**src/sbsp_pkg.sv**
```systemverilog
// Shared types and constants of the shader blob stream parser.
package sbsp_pkg;

    localparam int unsigned TOTAL_LEN_W = 13;

    localparam logic [3:0] KIND_INSTR      = 4'd0;
    localparam logic [3:0] KIND_UNIFORM    = 4'd1;
    localparam logic [3:0] KIND_ATTR       = 4'd2;
    localparam logic [3:0] KIND_OUTPUT     = 4'd3;
    localparam logic [3:0] KIND_CONST_REG  = 4'd4;
    localparam logic [3:0] KIND_CONST_VAL  = 4'd5;
    localparam logic [3:0] KIND_WINDOW_REG = 4'd6;
    localparam logic [3:0] KIND_WINDOW_VAL = 4'd7;
    localparam logic [3:0] KIND_HEADER     = 4'd8;

    localparam logic [1:0] LAST_WORD_BYTE = 2'd3;

    typedef struct packed {
        logic                   word_byte;
        logic [1:0]             word_pos;
        logic [3:0]             kind;
        logic [7:0]             index;
        logic [7:0]             data;
        logic                   done_res;
        logic                   error;
        logic [TOTAL_LEN_W-1:0] total_length;
    } cmd_t;

endpackage

```
**src/sbsp_if.sv**
```systemverilog
// Handshake channel interfaces for blob bytes and parse results.
interface sbsp_in_if;
    logic       valid;
    logic       ready;
    logic [7:0] data_byte;
    logic       start_req;

    modport source (output valid, output data_byte, output start_req, input ready);
    modport sink   (input valid, input data_byte, input start_req, output ready);
endinterface

interface sbsp_out_if;
    logic        valid;
    logic        ready;
    logic [3:0]  kind;
    logic [7:0]  index;
    logic [31:0] value;
    logic        done_res;
    logic        error;
    logic [12:0] total_length;

    modport source (output valid, output kind, output index, output value,
                    output done_res, output error, output total_length, input ready);
    modport sink   (input valid, input kind, input index, input value,
                    input done_res, input error, input total_length, output ready);
endinterface

```
**src/sbsp_front.sv**
```systemverilog
// Parser front end: tracks blob phase, counts and length, and classifies each byte.
module sbsp_front #(
    parameter int unsigned MAX_INSTRUCTIONS = 64,
    parameter int unsigned MAX_REGISTERS    = 16
) (
    input  logic              clk,
    input  logic              rst_n,
    input  logic              draw_ext_mask_we,
    input  logic [7:0]        draw_ext_mask_wdata,
    input  logic              byte_valid,
    input  logic [7:0]        data_byte,
    input  logic              start_req,
    input  logic              queue_full,
    output logic              byte_ready,
    output logic              cmd_push,
    output sbsp_pkg::cmd_t    cmd
);
    import sbsp_pkg::*;

    typedef enum logic [3:0] {
        PH_IDLE  = 4'd0,
        PH_HDR   = 4'd1,
        PH_INSTR = 4'd2,
        PH_UREG  = 4'd3,
        PH_AREG  = 4'd4,
        PH_OREG  = 4'd5,
        PH_CREG  = 4'd6,
        PH_CVAL  = 4'd7,
        PH_VARY  = 4'd8,
        PH_WCNT  = 4'd9,
        PH_WREG  = 4'd10,
        PH_WVAL  = 4'd11,
        PH_HALT  = 4'd12
    } phase_t;

    typedef logic [5:0][7:0] counts_t;

    localparam logic [7:0] MAX_INSTR_LIM = 8'(MAX_INSTRUCTIONS);
    localparam logic [7:0] MAX_REG_LIM   = 8'(MAX_REGISTERS);
    localparam logic [7:0] HDR_LAST_CNT  = 8'd5;
    localparam logic [7:0] HDR_VARY      = 8'd6;
    localparam logic [7:0] HDR_WCNT      = 8'd7;

    phase_t                 phase_reg, phase_next;
    counts_t                counts_reg, counts_next;
    logic [7:0]             elem_reg, elem_next;
    logic [1:0]             biw_reg, biw_next;
    logic [TOTAL_LEN_W-1:0] len_reg, len_next;
    logic                   ext_reg, ext_next;
    logic [7:0]             mask_reg;

    phase_t                 cur_phase;
    counts_t                cur_counts;
    logic [7:0]             cur_elem;
    logic [1:0]             cur_biw;
    logic [TOTAL_LEN_W-1:0] cur_len;
    logic                   cur_ext;
    logic                   take;
    logic                   word_phase;
    logic [7:0]             lim;

    function automatic logic [7:0] count_for(phase_t p, counts_t c, logic e);
        logic [7:0] r;
        case (p)
            PH_INSTR:          r = c[0];
            PH_UREG:           r = c[1];
            PH_AREG:           r = c[2];
            PH_OREG:           r = c[3];
            PH_CREG, PH_CVAL:  r = c[4];
            PH_VARY, PH_WCNT:  r = {7'd0, e};
            PH_WREG, PH_WVAL:  r = c[5];
            default:           r = 8'd0;
        endcase
        return r;
    endfunction

    function automatic phase_t seek(phase_t from, counts_t c, logic e);
        phase_t r;
        logic   found;
        r = PH_HALT;
        found = 1'b0;
        for (int p = PH_INSTR; p <= PH_WVAL; p++) begin
            if (!found && (4'(p) >= from) && (count_for(phase_t'(4'(p)), c, e) != 8'd0)) begin
                r = phase_t'(4'(p));
                found = 1'b1;
            end
        end
        return r;
    endfunction

    assign byte_ready = !queue_full;
    assign take       = byte_valid && byte_ready;

    always_comb
    begin
        if (start_req) begin
            cur_phase  = PH_HDR;
            cur_counts = '0;
            cur_elem   = 8'd0;
            cur_biw    = 2'd0;
            cur_len    = '0;
            cur_ext    = 1'b0;
        end else begin
            cur_phase  = phase_reg;
            cur_counts = counts_reg;
            cur_elem   = elem_reg;
            cur_biw    = biw_reg;
            cur_len    = len_reg;
            cur_ext    = ext_reg;
        end

        phase_next  = cur_phase;
        counts_next = cur_counts;
        elem_next   = cur_elem;
        biw_next    = cur_biw;
        len_next    = cur_len;
        ext_next    = cur_ext;
        word_phase  = (cur_phase == PH_INSTR) || (cur_phase == PH_CVAL) ||
                      (cur_phase == PH_WVAL);
        lim         = (cur_elem == 8'd0) ? MAX_INSTR_LIM : MAX_REG_LIM;

        cmd_push          = 1'b0;
        cmd.word_byte     = 1'b0;
        cmd.word_pos      = cur_biw;
        cmd.kind          = KIND_HEADER;
        cmd.index         = cur_elem;
        cmd.data          = data_byte;
        cmd.done_res      = 1'b0;
        cmd.error         = 1'b0;
        cmd.total_length  = cur_len + TOTAL_LEN_W'(1);

        if (cur_phase != PH_IDLE && cur_phase != PH_HALT) begin
            cmd_push = take;
            len_next = cur_len + TOTAL_LEN_W'(1);
            case (cur_phase)
                PH_HDR:
                begin
                    if (cur_elem < HDR_LAST_CNT) begin
                        counts_next[cur_elem[2:0]] = data_byte;
                        if (data_byte > lim) begin
                            cmd.error  = 1'b1;
                            phase_next = PH_HALT;
                        end else begin
                            elem_next = cur_elem + 8'd1;
                        end
                    end else begin
                        ext_next     = (data_byte & mask_reg) != 8'd0;
                        elem_next    = 8'd0;
                        phase_next   = seek(PH_INSTR, counts_next, ext_next);
                        cmd.done_res = (phase_next == PH_HALT);
                    end
                end
                PH_VARY:
                begin
                    cmd.index  = HDR_VARY;
                    phase_next = seek(PH_WCNT, cur_counts, cur_ext);
                end
                PH_WCNT:
                begin
                    cmd.index      = HDR_WCNT;
                    counts_next[5] = data_byte;
                    if (data_byte > MAX_REG_LIM) begin
                        cmd.error  = 1'b1;
                        phase_next = PH_HALT;
                    end else begin
                        elem_next    = 8'd0;
                        phase_next   = seek(PH_WREG, counts_next, cur_ext);
                        cmd.done_res = (phase_next == PH_HALT);
                    end
                end
                default:
                begin
                    cmd.word_byte = word_phase;
                    case (cur_phase)
                        PH_INSTR: cmd.kind = KIND_INSTR;
                        PH_UREG:  cmd.kind = KIND_UNIFORM;
                        PH_AREG:  cmd.kind = KIND_ATTR;
                        PH_OREG:  cmd.kind = KIND_OUTPUT;
                        PH_CREG:  cmd.kind = KIND_CONST_REG;
                        PH_CVAL:  cmd.kind = KIND_CONST_VAL;
                        PH_WREG:  cmd.kind = KIND_WINDOW_REG;
                        default:  cmd.kind = KIND_WINDOW_VAL;
                    endcase
                    if (word_phase && cur_biw != LAST_WORD_BYTE) begin
                        biw_next = cur_biw + 2'd1;
                    end else begin
                        biw_next = 2'd0;
                        if ({1'b0, cur_elem} + 9'd1 >=
                            {1'b0, count_for(cur_phase, cur_counts, cur_ext)}) begin
                            elem_next    = 8'd0;
                            phase_next   = seek(phase_t'(cur_phase + 4'd1), cur_counts, cur_ext);
                            cmd.done_res = (phase_next == PH_HALT);
                        end else begin
                            elem_next = cur_elem + 8'd1;
                        end
                    end
                end
            endcase
        end
    end

    always_ff @(posedge clk or negedge rst_n)
    begin
        if (!rst_n) begin
            phase_reg  <= PH_IDLE;
            counts_reg <= '0;
            elem_reg   <= 8'd0;
            biw_reg    <= 2'd0;
            len_reg    <= '0;
            ext_reg    <= 1'b0;
            mask_reg   <= 8'd1;
        end else begin
            if (draw_ext_mask_we) begin
                mask_reg <= draw_ext_mask_wdata;
            end
            if (take) begin
                phase_reg  <= phase_next;
                counts_reg <= counts_next;
                elem_reg   <= elem_next;
                biw_reg    <= biw_next;
                len_reg    <= len_next;
                ext_reg    <= ext_next;
            end
        end
    end

endmodule

```
**src/sbsp_fifo.sv**
```systemverilog
// Short queue of classified byte commands between the front end and the back end.
module sbsp_fifo #(
    parameter int unsigned DEPTH = 2
) (
    input  logic           clk,
    input  logic           rst_n,
    input  logic           push,
    input  sbsp_pkg::cmd_t push_data,
    output logic           full,
    input  logic           pop,
    output sbsp_pkg::cmd_t pop_data,
    output logic           empty
);
    import sbsp_pkg::*;

    localparam int unsigned AW = (DEPTH > 1) ? $clog2(DEPTH) : 1;
    localparam int unsigned CW = $clog2(DEPTH + 1);

    cmd_t          mem [DEPTH];
    logic [AW-1:0] wr_ptr_reg;
    logic [AW-1:0] rd_ptr_reg;
    logic [CW-1:0] count_reg;
    logic          do_push;
    logic          do_pop;

    assign full     = (count_reg == CW'(DEPTH));
    assign empty    = (count_reg == '0);
    assign do_push  = push && !full;
    assign do_pop   = pop && !empty;
    assign pop_data = mem[rd_ptr_reg];

    always_ff @(posedge clk)
    begin
        if (do_push) begin
            mem[wr_ptr_reg] <= push_data;
        end
    end

    always_ff @(posedge clk or negedge rst_n)
    begin
        if (!rst_n) begin
            wr_ptr_reg <= '0;
            rd_ptr_reg <= '0;
            count_reg  <= '0;
        end else begin
            if (do_push) begin
                wr_ptr_reg <= (wr_ptr_reg == AW'(DEPTH - 1)) ? '0 : wr_ptr_reg + AW'(1);
            end
            if (do_pop) begin
                rd_ptr_reg <= (rd_ptr_reg == AW'(DEPTH - 1)) ? '0 : rd_ptr_reg + AW'(1);
            end
            if (do_push && !do_pop) begin
                count_reg <= count_reg + CW'(1);
            end else if (do_pop && !do_push) begin
                count_reg <= count_reg - CW'(1);
            end
        end
    end

endmodule

```
**src/sbsp_back.sv**
```systemverilog
// Parser back end: assembles little-endian words and holds the result beat.
module sbsp_back (
    input  logic              clk,
    input  logic              rst_n,
    input  logic              cmd_avail,
    input  sbsp_pkg::cmd_t    cmd,
    output logic              cmd_pop,
    sbsp_out_if.source        out_ch
);
    import sbsp_pkg::*;

    logic [23:0]            acc_reg, acc_next;
    logic                   valid_reg;
    logic [3:0]             kind_reg;
    logic [7:0]             index_reg;
    logic [31:0]            value_reg;
    logic                   done_reg;
    logic                   error_reg;
    logic [TOTAL_LEN_W-1:0] len_reg;
    logic                   partial;
    logic [31:0]            value_next;

    assign cmd_pop = cmd_avail && (!valid_reg || out_ch.ready);
    assign partial = cmd.word_byte && (cmd.word_pos != LAST_WORD_BYTE);

    always_comb
    begin
        acc_next = acc_reg;
        case (cmd.word_pos)
            2'd0:    acc_next = {16'd0, cmd.data};
            2'd1:    acc_next[15:8] = cmd.data;
            2'd2:    acc_next[23:16] = cmd.data;
            default: acc_next = acc_reg;
        endcase
        value_next = cmd.word_byte ? {cmd.data, acc_reg} : {24'd0, cmd.data};
    end

    always_ff @(posedge clk)
    begin
        if (cmd_pop && partial) begin
            acc_reg <= acc_next;
        end
        if (cmd_pop && !partial) begin
            kind_reg  <= cmd.kind;
            index_reg <= cmd.index;
            value_reg <= value_next;
            done_reg  <= cmd.done_res;
            error_reg <= cmd.error;
            len_reg   <= cmd.total_length;
        end
    end

    always_ff @(posedge clk or negedge rst_n)
    begin
        if (!rst_n) begin
            valid_reg <= 1'b0;
        end else if (cmd_pop) begin
            valid_reg <= !partial;
        end else if (out_ch.ready) begin
            valid_reg <= 1'b0;
        end
    end

    assign out_ch.valid        = valid_reg;
    assign out_ch.kind         = kind_reg;
    assign out_ch.index        = index_reg;
    assign out_ch.value        = value_reg;
    assign out_ch.done_res     = done_reg;
    assign out_ch.error        = error_reg;
    assign out_ch.total_length = len_reg;

endmodule

```
**src/shader_blob_stream_parser.sv**
```systemverilog
// Top level of the shader blob stream parser.
// The parser takes one blob byte per cycle while its command queue has room and gives at most one result beat per byte.
// A byte is accepted in the cycle it arrives as long as the two-entry command queue has
// room, so with a sink that is always ready the sustained rate is one byte per cycle.
// An accepted byte is registered in the command queue, and its result then in the back end's
// output register, before it appears on the output channel. The front end's phase and count
// update is the loop that sets the byte rate.
module shader_blob_stream_parser #(
    parameter int unsigned MAX_INSTRUCTIONS = 64,
    parameter int unsigned MAX_REGISTERS    = 16
) (
    input  logic        clk,
    input  logic        rst_n,
    input  logic        draw_ext_mask_we,
    input  logic [7:0]  draw_ext_mask_wdata,
    sbsp_in_if.sink     in_ch,
    sbsp_out_if.source  out_ch
);
    import sbsp_pkg::*;

    cmd_t front_cmd;
    cmd_t back_cmd;
    logic cmd_push;
    logic queue_full;
    logic queue_empty;
    logic cmd_pop;

    sbsp_front #(
        .MAX_INSTRUCTIONS (MAX_INSTRUCTIONS),
        .MAX_REGISTERS    (MAX_REGISTERS)
    ) u_front (
        .clk                 (clk),
        .rst_n               (rst_n),
        .draw_ext_mask_we    (draw_ext_mask_we),
        .draw_ext_mask_wdata (draw_ext_mask_wdata),
        .byte_valid          (in_ch.valid),
        .data_byte           (in_ch.data_byte),
        .start_req           (in_ch.start_req),
        .queue_full          (queue_full),
        .byte_ready          (in_ch.ready),
        .cmd_push            (cmd_push),
        .cmd                 (front_cmd)
    );

    sbsp_fifo #(
        .DEPTH (2)
    ) u_fifo (
        .clk       (clk),
        .rst_n     (rst_n),
        .push      (cmd_push),
        .push_data (front_cmd),
        .full      (queue_full),
        .pop       (cmd_pop),
        .pop_data  (back_cmd),
        .empty     (queue_empty)
    );

    sbsp_back u_back (
        .clk       (clk),
        .rst_n     (rst_n),
        .cmd_avail (!queue_empty),
        .cmd       (back_cmd),
        .cmd_pop   (cmd_pop),
        .out_ch    (out_ch)
    );

endmodule

```
**src/flat_wrapper.sv**
```systemverilog
// flat-port wrapper written by rule: the top's interface ports become plain ports
module shader_blob_stream_parser_flat import sbsp_pkg::*;
#(
    parameter int unsigned MAX_INSTRUCTIONS = 64,
    parameter int unsigned MAX_REGISTERS    = 16
)
  (clk, rst_n, draw_ext_mask_we, draw_ext_mask_wdata, in_ch_valid, in_ch_data_byte, in_ch_start_req, in_ch_ready, out_ch_valid, out_ch_kind, out_ch_index, out_ch_value, out_ch_done_res, out_ch_error, out_ch_total_length, out_ch_ready);
  sbsp_in_if in_ch_i ();
  sbsp_out_if out_ch_i ();
  input  logic clk;
  input  logic rst_n;
  input  logic draw_ext_mask_we;
  input  logic [7:0] draw_ext_mask_wdata;
  input wire logic [$bits(in_ch_i.valid)-1:0] in_ch_valid;
  input wire logic [$bits(in_ch_i.data_byte)-1:0] in_ch_data_byte;
  input wire logic [$bits(in_ch_i.start_req)-1:0] in_ch_start_req;
  output wire logic [$bits(in_ch_i.ready)-1:0] in_ch_ready;
  output wire logic [$bits(out_ch_i.valid)-1:0] out_ch_valid;
  output wire logic [$bits(out_ch_i.kind)-1:0] out_ch_kind;
  output wire logic [$bits(out_ch_i.index)-1:0] out_ch_index;
  output wire logic [$bits(out_ch_i.value)-1:0] out_ch_value;
  output wire logic [$bits(out_ch_i.done_res)-1:0] out_ch_done_res;
  output wire logic [$bits(out_ch_i.error)-1:0] out_ch_error;
  output wire logic [$bits(out_ch_i.total_length)-1:0] out_ch_total_length;
  input wire logic [$bits(out_ch_i.ready)-1:0] out_ch_ready;
  assign in_ch_i.valid = in_ch_valid;
  assign in_ch_i.data_byte = in_ch_data_byte;
  assign in_ch_i.start_req = in_ch_start_req;
  assign in_ch_ready = in_ch_i.ready;
  assign out_ch_valid = out_ch_i.valid;
  assign out_ch_kind = out_ch_i.kind;
  assign out_ch_index = out_ch_i.index;
  assign out_ch_value = out_ch_i.value;
  assign out_ch_done_res = out_ch_i.done_res;
  assign out_ch_error = out_ch_i.error;
  assign out_ch_total_length = out_ch_i.total_length;
  assign out_ch_i.ready = out_ch_ready;
  shader_blob_stream_parser #(.MAX_INSTRUCTIONS(MAX_INSTRUCTIONS), .MAX_REGISTERS(MAX_REGISTERS)) u_core (.clk(clk), .rst_n(rst_n), .draw_ext_mask_we(draw_ext_mask_we), .draw_ext_mask_wdata(draw_ext_mask_wdata), .in_ch(in_ch_i), .out_ch(out_ch_i));
endmodule
```
**config.mk**
```make
export PLATFORM = sky130hd
export DESIGN_NAME = shader_blob_stream_parser_flat
export DESIGN_NICKNAME = d
export VERILOG_FILES = /design/src/sbsp_pkg.sv /design/src/sbsp_if.sv /design/src/sbsp_front.sv /design/src/sbsp_fifo.sv /design/src/sbsp_back.sv /design/src/shader_blob_stream_parser.sv /design/src/flat_wrapper.sv
export SDC_FILE = /design/constraint.sdc
export NUM_CORES = 1
export LEC_CHECK = 0
export BUFFER_PORTS_ARGS = -buffer_cell sky130_fd_sc_hd__clkbuf_2
export CAP_MARGIN = 20
export CORE_UTILIZATION = 61
export CTS_CLUSTER_DIAMETER = 120
export DETAILED_ROUTE_END_ITERATION = 16
export PLACE_DENSITY = 0.8
export REMOVE_ABC_BUFFERS = 1
export SLEW_MARGIN = 10
export SYNTH_ARGS = -nofsm -noshare
export SYNTH_HDL_FRONTEND = slang
export SYNTH_HIERARCHICAL = 1
export SYNTH_SLANG_ARGS = --single-unit
```
**constraint.sdc**
```tcl
create_clock -name clk -period 6.6 [get_ports clk]
set_input_delay 0.33 -clock clk [delete_from_list [all_inputs] [get_ports clk]]
set_output_delay 0.33 -clock clk [all_outputs]
set_load 0.05 [all_outputs]
```
Word-level counts from Yosys, hierarchy flattened
Memory sizes are Yosys's and may differ from the RTL's. Index checks and enable logic that the tools add are counted.

Bits in registers: 172. Input port bits: 22. Output and inout bits: 61. Memories kept: 1. RAM bits: 76.

Memories: u_core.u_fifo.mem (depth 2, bits a word 38, read ports 1, clocked after Yosys merged registers in 0, write ports 1, line sbsp_fifo.sv:19) `cmd_t mem [DEPTH];`.

Reduce and logical (&&, ||, !) cells: 106. Eq/ne operators: 20. Bitwise logic cells: 1. Add/subtract/negate cells: 9. Magnitude comparators: 16. Multiplexer cells: 249.

Operators with widths (count): 8-bit two-way mux (68); 4-bit two-way mux (41); 48-bit two-way mux (3); 8-bit nonzero test (18); 1-bit two-way mux (111); 8-bit case mux with 2 select lines (4); 8-bit case mux with 7 select lines (1); 48-bit bitwise mux (1); 1-bit logical AND (43); 40-bit two-way mux (1); 4-bit equality test, second input constant (7); 1-bit logical NOT (27); 13-bit two-way mux (2); 8-bit demux with 3-bit select (1); 8-bit case mux with 3 select lines (1); 3-bit case mux with 7 select lines (1); 4-bit by 3-bit equality test with 1-bit output, second input constant (4); 3-bit by 4-bit greater-or-equal comparator with 1-bit output, first input constant (4); 4-bit greater-or-equal comparator, first input constant (4); 2-bit two-way mux (7); 13-bit by 1-bit adder with 13-bit output, second input constant (1); 12-bit two-way mux (1); 4-bit case mux with 3 select lines (1); 8-bit by 1-bit adder with 9-bit output, second input constant (1); 31 further kinds (48).

Logic depth before layout (Yosys ltp)
Gate-level depths: netlist (run 1).

Depth after elaboration: 97. Mapped depth: 21. Gate-level depth less buffers: 16.

By module
The synthesis (run 1) kept the hierarchy.

Modules (own cells, without submodules): sbsp_front (instances 1, area an instance 5657.9 um^2, seq. area each 2103.3 um^2, cells each 641); sbsp_back (instances 1, area an instance 2995.4 um^2, seq. area each 2517.4 um^2, cells each 148); sbsp_fifo (instances 1, area an instance 2985.4 um^2, seq. area each 2382.3 um^2, cells each 137); shader_blob_stream_parser (instances 1, area an instance 3.8 um^2, seq. area each 0.0 um^2, cells each 1).

Least setup slack after synthesis (run 1)
OpenSTA, ideal clock, no wires.

Path kind: register to register. Start: register u_core.u_fifo.rd_ptr_reg. End: register u_core.u_back.done_reg (netlist: u_core/u_back/out_ch.done_res) (enable). Setup time: 0.549 ns. Slack: 0.917 ns. Data required time: 6.051 ns. Cell stages (with the launch flop): 6. Clock period less this slack: 5.683 ns. Data arrival time: 5.135 ns. Buffers on the path: 2. Cells stage by stage: dfrtp_1 buf_6 mux2_2 buf_6 a21boi_0 nor3_1.

RTL lines: start: declaration (line sbsp_fifo.sv:21) `logic [AW-1:0] rd_ptr_reg;`; start signal: assignment (line sbsp_fifo.sv:50) `rd_ptr_reg <= (rd_ptr_reg == AW'(DEPTH - 1)) ? '0 : rd_ptr_reg + AW'(1);`; end signal: assignment (line sbsp_back.sv:47) `done_reg <= cmd.done_res;`; end: declaration (line sbsp_back.sv:17) `logic done_reg;`.

Worst setup path in the final report (run 1)
Start: input in_ch_start_req. End: register u_core.u_front.phase_reg[3].

Word-level cells in the longest chain between the ends: 88.

Ends and longest elaborated chain: start: declaration (line flat_wrapper.sv:16) `input wire logic [$bits(in_ch_i.start_req)-1:0] in_ch_start_req;`; branches (longest 87 deep; another with 4-bit by 1-bit adder with 4-bit output); 4-bit two-way mux (*) (line sbsp_front.sv:132) `if (cur_phase != PH_IDLE && cur_phase != PH_HALT) begin`; end signal: assignment (line sbsp_front.sv:217) `phase_reg <= phase_next;`; end: declaration (line sbsp_front.sv:44) `phase_t phase_reg, phase_next;`.

Every way passes the cells marked *. The select of a mux whose other input is x is not followed. A chain may end at the register's enable or synchronous reset.

==> impl_metrics.yaml, run 1 <==
floorplanning:
  die-area_um2: 19640
  io_pins: 83
  dieWidth_um: 140.2
  core_area_um2: 18710
  initial_utilization_pct: 62.24
  die_h_um: 140.2
  fp-row-count: 50
timing:
  rsz0062_at_grt: "false"
  slew_headroom_pct: 27.05
  setup_viol: 0
  tns_ps: 0
  hold_ws_ps: 29.99
  timing.fmax_ghz: 0.2192
  hold_viol: 0
  slew_violations: 0
  worst_pin_slew_ps: 1086
  post-route-period-util_pct: 69.11
  skew_ps: 25.19
  period_minus_slack_ps: 4561
worst_setup_path:
  cp.depth: 16
  cp-endpoint: "u_core/u_front/phase_reg[3]"
  cp.buffers_inverters: 2
  slowest_stage: "nor3_1"
  r2r-start: "u_core/u_front/phase_reg[1]"
  start_kind: "input pin"
  reg2reg_setup_slack_ps: 2110
  critPathArrivalTime_ps: 5010
  path_max_fanout: 35
  crit_type: "input pin to flop"
  crit_path_cell_trace: "clkbuf_2, nor2_1, inv_1, ha_1, nor2_1, nor3_1, a22oi_1, nand3_1, nand2_1, ha_1, or3_1, o21ai_0, a21oi_1, and2_1, a221o_1, o22ai_2"
  ff2ff_path_depth: 14
  worstPathRequired_ps: 7040
  worstSetupStartpoint: "in_ch_start_req"
  max_stage_delay_ps: 870
  critPathTopFamily: "simple AND/OR/NAND/NOR gates"
  regToRegEndpoint: "u_core/u_front/phase_reg[3]"
  crit_path_end_kind: "flop"
outcome:
  run_status: "complete, no violations"
synthesis:
  synth_area_per_cell_um2: 12.56
  yosysTopAreaCell: "edfxtp_1"
  yosysTopAreaCellShare_pct: 41.01
  netlist_area_um2: 11640
  ys_seq_area_share_pct: 60.15
  synth-edff-count: 159
  yosysWarnings: 6
  synth_area_leaders: "edfxtp_1, dfrtp_1, a22o_1"
  syn_inst: 927
  async_flop_share_pct: 35.89
  ys_seq_elements: 248
  ys_types: 78
  synth_top_flop_cell: "edfxtp_1"
clocking:
  clkTransAtPathRegs_ps: 60
  insertion_delay_ps: 530
  cts_tree: "done"
  cts_max_path_buffers: 3
  htree_levels: 1
  cts_buffers: 25
  cts_setup_buffers: 0
  clock-sinks: 248
  clockRootBuffer: "clkbuf_16"
drt:
  firstDrtPassIters: 5
  drc: 0
  via_count: 8044
  wl_per_cell_um: 21.64
  detail-route-antenna-nets: 0
  drtIter0Drc: 763
  routed_wl_um: 26950
  vias_per_cell: 6.461
power:
  peakVddDrop_v: 0.0002748
  p_sw_share_pct: 39.81
  power.switching_mw: 2.382
  intPower_mw: 3.601
  p_total_mw: 5.983
  p_comb_share_pct: 37.7
  power_frac_seq_pct: 40.9
  clkPwrFrac_pct: 21.4
  p_leak_nw: 5.138
  power_density_nw_per_um2: 463.8
placed_design:
  place_hpwl_um: 18440
  io_buffer_count: 82
  dpl-instance-area_um2: 12110
  gp_congestion: 0.9366
cells_and_area:
  num_antenna_cells: 0
  multiInputGateArea_um2: 4262
  nFillCells: 1348
  drive_gt1_share_pct: 20.28
  area_growth_pct: 10.80
  fin_area_um2: 12900
  register_area_um2: 7004
  largest_register_ffs: 76
  finish.utilization_pct: 68.96
  nets: 1033
grt:
  grt_pass1_wl_um: 42720
  grt_max_degree: 61
  overflow: 0
  first_global_vias: 7664
  grt_use_total_pct: 28.22
  antenna_found_initial: 0
hold_path:
  min_path_type: "input pin to flop"
flow_run:
  maxCapViolCount: 0
[synth_stat cells (3+ instances only)]
library cell and number:
mux2_2 40, a32o_1 4, and2_1 41, xor2_1 7
nor3b_1 4, o21ai_1 8, and3_1 10, nand4_1 5
ha_1 19, nand2b_1 10, a211oi_1 3, a221o_1 3
buf_2 11, nand3_1 20, nor2b_1 13, a21oi_1 34
nor4_1 14, and2_2 4, nor3_1 21, edfxtp_1 159
nor2_1 50, nand2_1 58, a22o_1 56, a22oi_1 27
a21o_1 6, inv_1 20, nor4_2 5, o31ai_1 3
o211ai_1 3, a32oi_1 3, clkbuf_1 25, o21ai_0 44
a311oi_1 3, buf_1 4, mux2_4 15, dfrtp_1 88
mux2i_1 4, or4_1 3, xnor2_1 15, buf_4 10
and4_1 3, or3_1 5
[worst register-to-register path, delay by kind of cell (launching register included)]
kind	cells	cell delay, ps
DFF	1	370
and+or+nand+nor	7	2120
adders and majority gates	2	680
AOI/OAI and AO/OA	5	1250
[cell usage in the layout, fill, tap and decap left out, types with 5 or more instances in the layout]
master       n
mux2_2      40
xnor2_1     15
inv_1       20
clkbuf_2    81
nand2_1     58
nor4_2       5
nor4_1      14
o21ai_0     44
edfxtp_1   159
clkinv_1     5
nand4_1      5
nor2b_1     13
a22oi_1     27
dfrtp_1     87
xor2_1       7
ha_1        19
clkbuf_16   25
clkbuf_1     9
and3_1      10
a22o_1      56
nand2b_1    10
a21oi_1     34
or3_1        5
buf_4        9
and2_1      41
mux2_4      15
nor3_1      20
nand3_1     20
o21ai_1      8
a21o_1       6
nor2_1      49
[final cells by class]
| type | count | area share (%) |
|---|---|---|
| Timing Repair Buffer | 94 | 4.083 |
| Inverter | 20 | 0.5820 |
| Sequential cell | 248 | 54.30 |
| Clock buffer | 35 | 5.218 |
| Multi-Input combinational cell | 603 | 33.04 |
| Clock inverter | 11 | 0.5141 |
| Tap cell | 234 | 2.270 |
[logic make-up after synthesis]
| family | count (synthesis) | share of synthesized area (%) |
|---|---|---|
| buffers and inverters | 76 | 3.353 |
| multiplexers | 59 | 6.147 |
| AND/OR/NAND/NOR | 278 | 12.85 |
| AO/OA/AOI/OAI | 225 | 13.80 |
| XOR/XNOR | 22 | 1.655 |
| adder cells (fa/ha/maj) | 19 | 2.042 |
| flip-flops | 248 | 60.15 |
[metal layers]
layer	global-route usage (%)	routed length (um)	up-vias
li1	-	-	3638
met1	40.27	11460	3963
met2	44.79	12750	386
met3	4.718	2134	57
met4	8.444	602	0
met5	0	0	-
[power by group through the flow]
stage	logic, mW	clock network (mW)	registers (mW)
global placement	2.18	0	2.46
CTS	2.23	1.30	2.44
floorplan	0.979	0	3.12
detailed placement	2.22	0	2.47
global route	2.40	1.37	2.48
finish	2.26	1.28	2.45
[metrics by stage]
stage,std cells,setup slack (ps)
floorplan,871,25.90
global placement,1195,1682
detailed placement,1195,1593
CTS,1242,2107
global route,1245,1767
finish,1245,2039
[worst min path at each step]
stage / startpoint / to / slack [ps] / cells after the start
global route: draw_ext_mask_wdata[6] / u_core/u_front/mask_reg[6] / 10 / 2
floorplan: rst_n / u_core/u_back/out_ch.valid / 30 / 0
detailed placement: rst_n / u_core/u_front/elem_reg[7] / 290 / 1
CTS: draw_ext_mask_wdata[7] / u_core/u_front/mask_reg[7] / 10 / 2
global placement: rst_n / u_core/u_front/elem_reg[7] / 300 / 1
finish: draw_ext_mask_wdata[7] / u_core/u_front/mask_reg[7] / 30 / 2
[timing repair]
item / in CTS / in global routing
hold buffers: 1 / 0
setup endpoints to repair: 0 / 0
gates resized for setup: 0 / 0
endpoints found under the hold margin: 29 / 0
Power figures use the tool's default switching activity.
==> inputs of run 2 (changes only) <==
Settings changed: ABC_AREA from default to 1.
Clock period 6.6 ns to 4.4 ns, I/O delays scaled along.
==> impl_metrics.yaml, run 2 <==
outcome:
  run_status: "complete, no violations"
timing:
  slew_headroom_pct: 52.00
  period_minus_slack_ps: 4033
  slew_violations: 0
  hold_viol: 0
  post-route-period-util_pct: 91.67
  skew_ps: 24.79
  timing.fmax_ghz: 0.2479
  rsz0062_at_grt: "false"
  setup_viol: 0
  worst_pin_slew_ps: 716.1
grt:
  first_global_vias: 9556
  overflow: 0
  grt_max_degree: 58
  grt_use_total_pct: 29.48
  met3_usage_pct: 3.774
  top_usage_layer: "met2"
  antenna_found_initial: 0
  gr-usage-met1_pct: 37.46
  grtUsageMet2_pct: 51.51
  grt_pass1_wl_um: 49000
placed_design:
  place_hpwl_um: 21840
  io_buffer_count: 82
  gp_congestion: 1.013
  dpl-instance-area_um2: 13060
worst_setup_path:
  worstPathRequired_ps: 4660
  crit_type: "flop to flop"
  slowest_stage: "a2111oi_1"
  max_stage_delay_ps: 460
  start_kind: "flop"
  crit_path_end_kind: "flop"
  path_max_fanout: 8
  path_common_cell: "nand2_1"
  critPathArrivalTime_ps: 4290
  crit_path_cell_trace: "nor2_1, inv_1, ha_1, nand2_1, inv_1, nor2_1, inv_1, a2111oi_1, ha_1, a21oi_1, o21ai_0, nand3_1, o311ai_0, nand2_1, nand2_1, nand2_1, nor2_1, nand3_1, a21oi_1"
  ff2ff_path_depth: 19
drt:
  drc: 0
  detail-route-antenna-nets: 0
  firstDrtPassIters: 5
  wl_per_cell_um: 17.76
  via_count: 9823
  routed_wl_um: 30780
  drtIter0Drc: 940
  vias_per_cell: 5.668
cells_and_area:
  final_common_cell: "nand2_1"
  layout_common_cells: "nand2_1, edfxtp_1, inv_1"
  area_growth_pct: 11.68
  drive_gt1_share_pct: 14.76
  finish.utilization_pct: 69.30
  nFillCells: 1542
  multiInputGateArea_um2: 4578
  num_antenna_cells: 0
  register_area_um2: 7003
  nets: 1484
  largest_register_ffs: 76
  fin_area_um2: 13980
clocking:
  cts_buffers: 26
  clock-sinks: 248
  clockRootBuffer: "clkbuf_16"
  cts_max_path_buffers: 3
  cts_tree: "done"
  clkTransAtPathRegs_ps: 60
  htree_levels: 1
  cts_setup_buffers: 0
  insertion_delay_ps: 540
synthesis:
  ys_seq_elements: 248
  yosysMostFrequentCell: "nand2_1"
  yosysTopAreaCellShare_pct: 38.15
  yosysTopAreaCell: "edfxtp_1"
  synth_area_per_cell_um2: 9.203
  netlist_area_um2: 12520
  ys_types: 61
  synth_top_flop_cell: "edfxtp_1"
  ys_seq_area_share_pct: 55.95
  synth_area_leaders: "edfxtp_1, dfrtp_1, nand2_1"
  synth_common_cells: "nand2_1, edfxtp_1, inv_1, nor2_1, dfrtp_1"
  syn_inst: 1360
  async_flop_share_pct: 35.89
  synth-edff-count: 159
  yosysWarnings: 6
floorplanning:
  die-area_um2: 21090
  core_area_um2: 20170
  fp-row-count: 52
  io_pins: 83
  dieWidth_um: 145.2
  die_h_um: 145.2
  initial_utilization_pct: 62.05
power:
  peakVddDrop_v: 0.0003730
  power_frac_seq_pct: 37.1
  p_sw_share_pct: 44.48
  p_leak_nw: 6.396
  clkPwrFrac_pct: 20.1
  power_density_nw_per_um2: 734.9
  power.switching_mw: 4.570
  intPower_mw: 5.703
  p_comb_share_pct: 42.9
flow_run:
  maxCapViolCount: 0
hold_path:
  holdPathStages: 5
  min_path_type: "input pin to flop"
==> run 2: cell count changes in the layout (fill, tap and decap cells not counted), sizes merged, moves of 13 or more <==
cell and delta:
nand3 +28, inv +145, o21ai +45, nor2b -13, mux2 -53, and2 -46
a22o -53, nor2 +68, nor4 -13, o22ai +24, a22oi -25, a21oi +26
nand2 +346
==> run 2: area by class of cell <==
type / count / area share (%)
clock buffer: 32 / 4.888
clock inverter: 16 / 0.9131
inverter: 167 / 4.503
multi-input combinational: 893 / 32.75
sequential: 248 / 50.10
tap: 270 / 2.417
timing repair buffer: 107 / 4.422
==> run 2: cell families after synthesis <==
logic type / count (synthesis) / share of synthesized area [%]
muxes: 2 / 0.1799
and+or+nand+nor: 619 / 21.51
xor gates and xnor gates: 17 / 1.190
adders and majority gates: 19 / 1.899
AOI/OAI and AO/OA: 236 / 11.59
DFF: 248 / 55.95
buffers and inverters: 219 / 7.678
==> run 2: power groups by stage <==
stage / sequential [mW] / clock, mW / combinational [mW]
finish: 3.81 / 2.06 / 4.40
global route: 3.87 / 2.18 / 4.77
CTS: 3.81 / 2.10 / 4.38
detailed placement: 3.85 / 0 / 4.35
global placement: 3.81 / 0 / 4.24
floorplan: 4.89 / 0 / 2.13
==> run 2: stage by stage <==
| step | power (mW) | TNS (ps) | instances | worst slack [ps] | hold WS, ps |
|---|---|---|---|---|---|
| after floorplan | 7.022 | -72460 | 1308 | -827.2 | -75.59 |
| after global placement | 8.052 | 0 | 1674 | 347.4 | 224.5 |
| after detailed placement | 8.199 | 0 | 1675 | 252.0 | 227.9 |
| after CTS | 10.29 | 0 | 1732 | 306.3 | 27.44 |
| after global routing | 10.82 | 0 | 1733 | 2.680 | 59.46 |
| final | 10.27 | 0 | 1733 | 366.5 | 33.90 |
==> run 2: worst paths after layout <==
kind	from	endpoint	slack, ps
max in group asynchronous	rst_n	u_core/u_front/counts_reg[20]	3100
worst max-delay path	u_core/u_front/phase_reg[0]	u_core/u_fifo/mem[0][14]	370
worst min-delay path	out_ch_ready	u_core/u_back/out_ch.valid	30
worst min register to register	u_core/u_front/phase_reg[1]	u_core/u_front/phase_reg[1]	480
min in group asynchronous	rst_n	u_core/u_front/mask_reg[3]	220
worst max register to register	u_core/u_front/phase_reg[0]	u_core/u_fifo/mem[0][14]	370
==> run 2: routing by layer <==
metal	vias up	wire (um)	part of all wire, %
met5	-	0	0
met3	80	1980	6.4
met2	408	15270	50
met1	4624	12540	41
met4	0	992	3.2
li1	4711	-	-
==> run 2: worst max-delay path, delay by kind of cell, from the launching register on <==
kind / cells / cell delay, ps
buf+inv: 3 / 370
simple gates: 9 / 1490
flops: 1 / 400
compound gates: 5 / 890
fa+ha+maj: 2 / 620
==> run 2: repair_timing <==
action,in CTS,in global routing
resized for setup,0,3
hold endpoints to repair,43,0
hold buffers,9,0
setup endpoints to repair,0,6
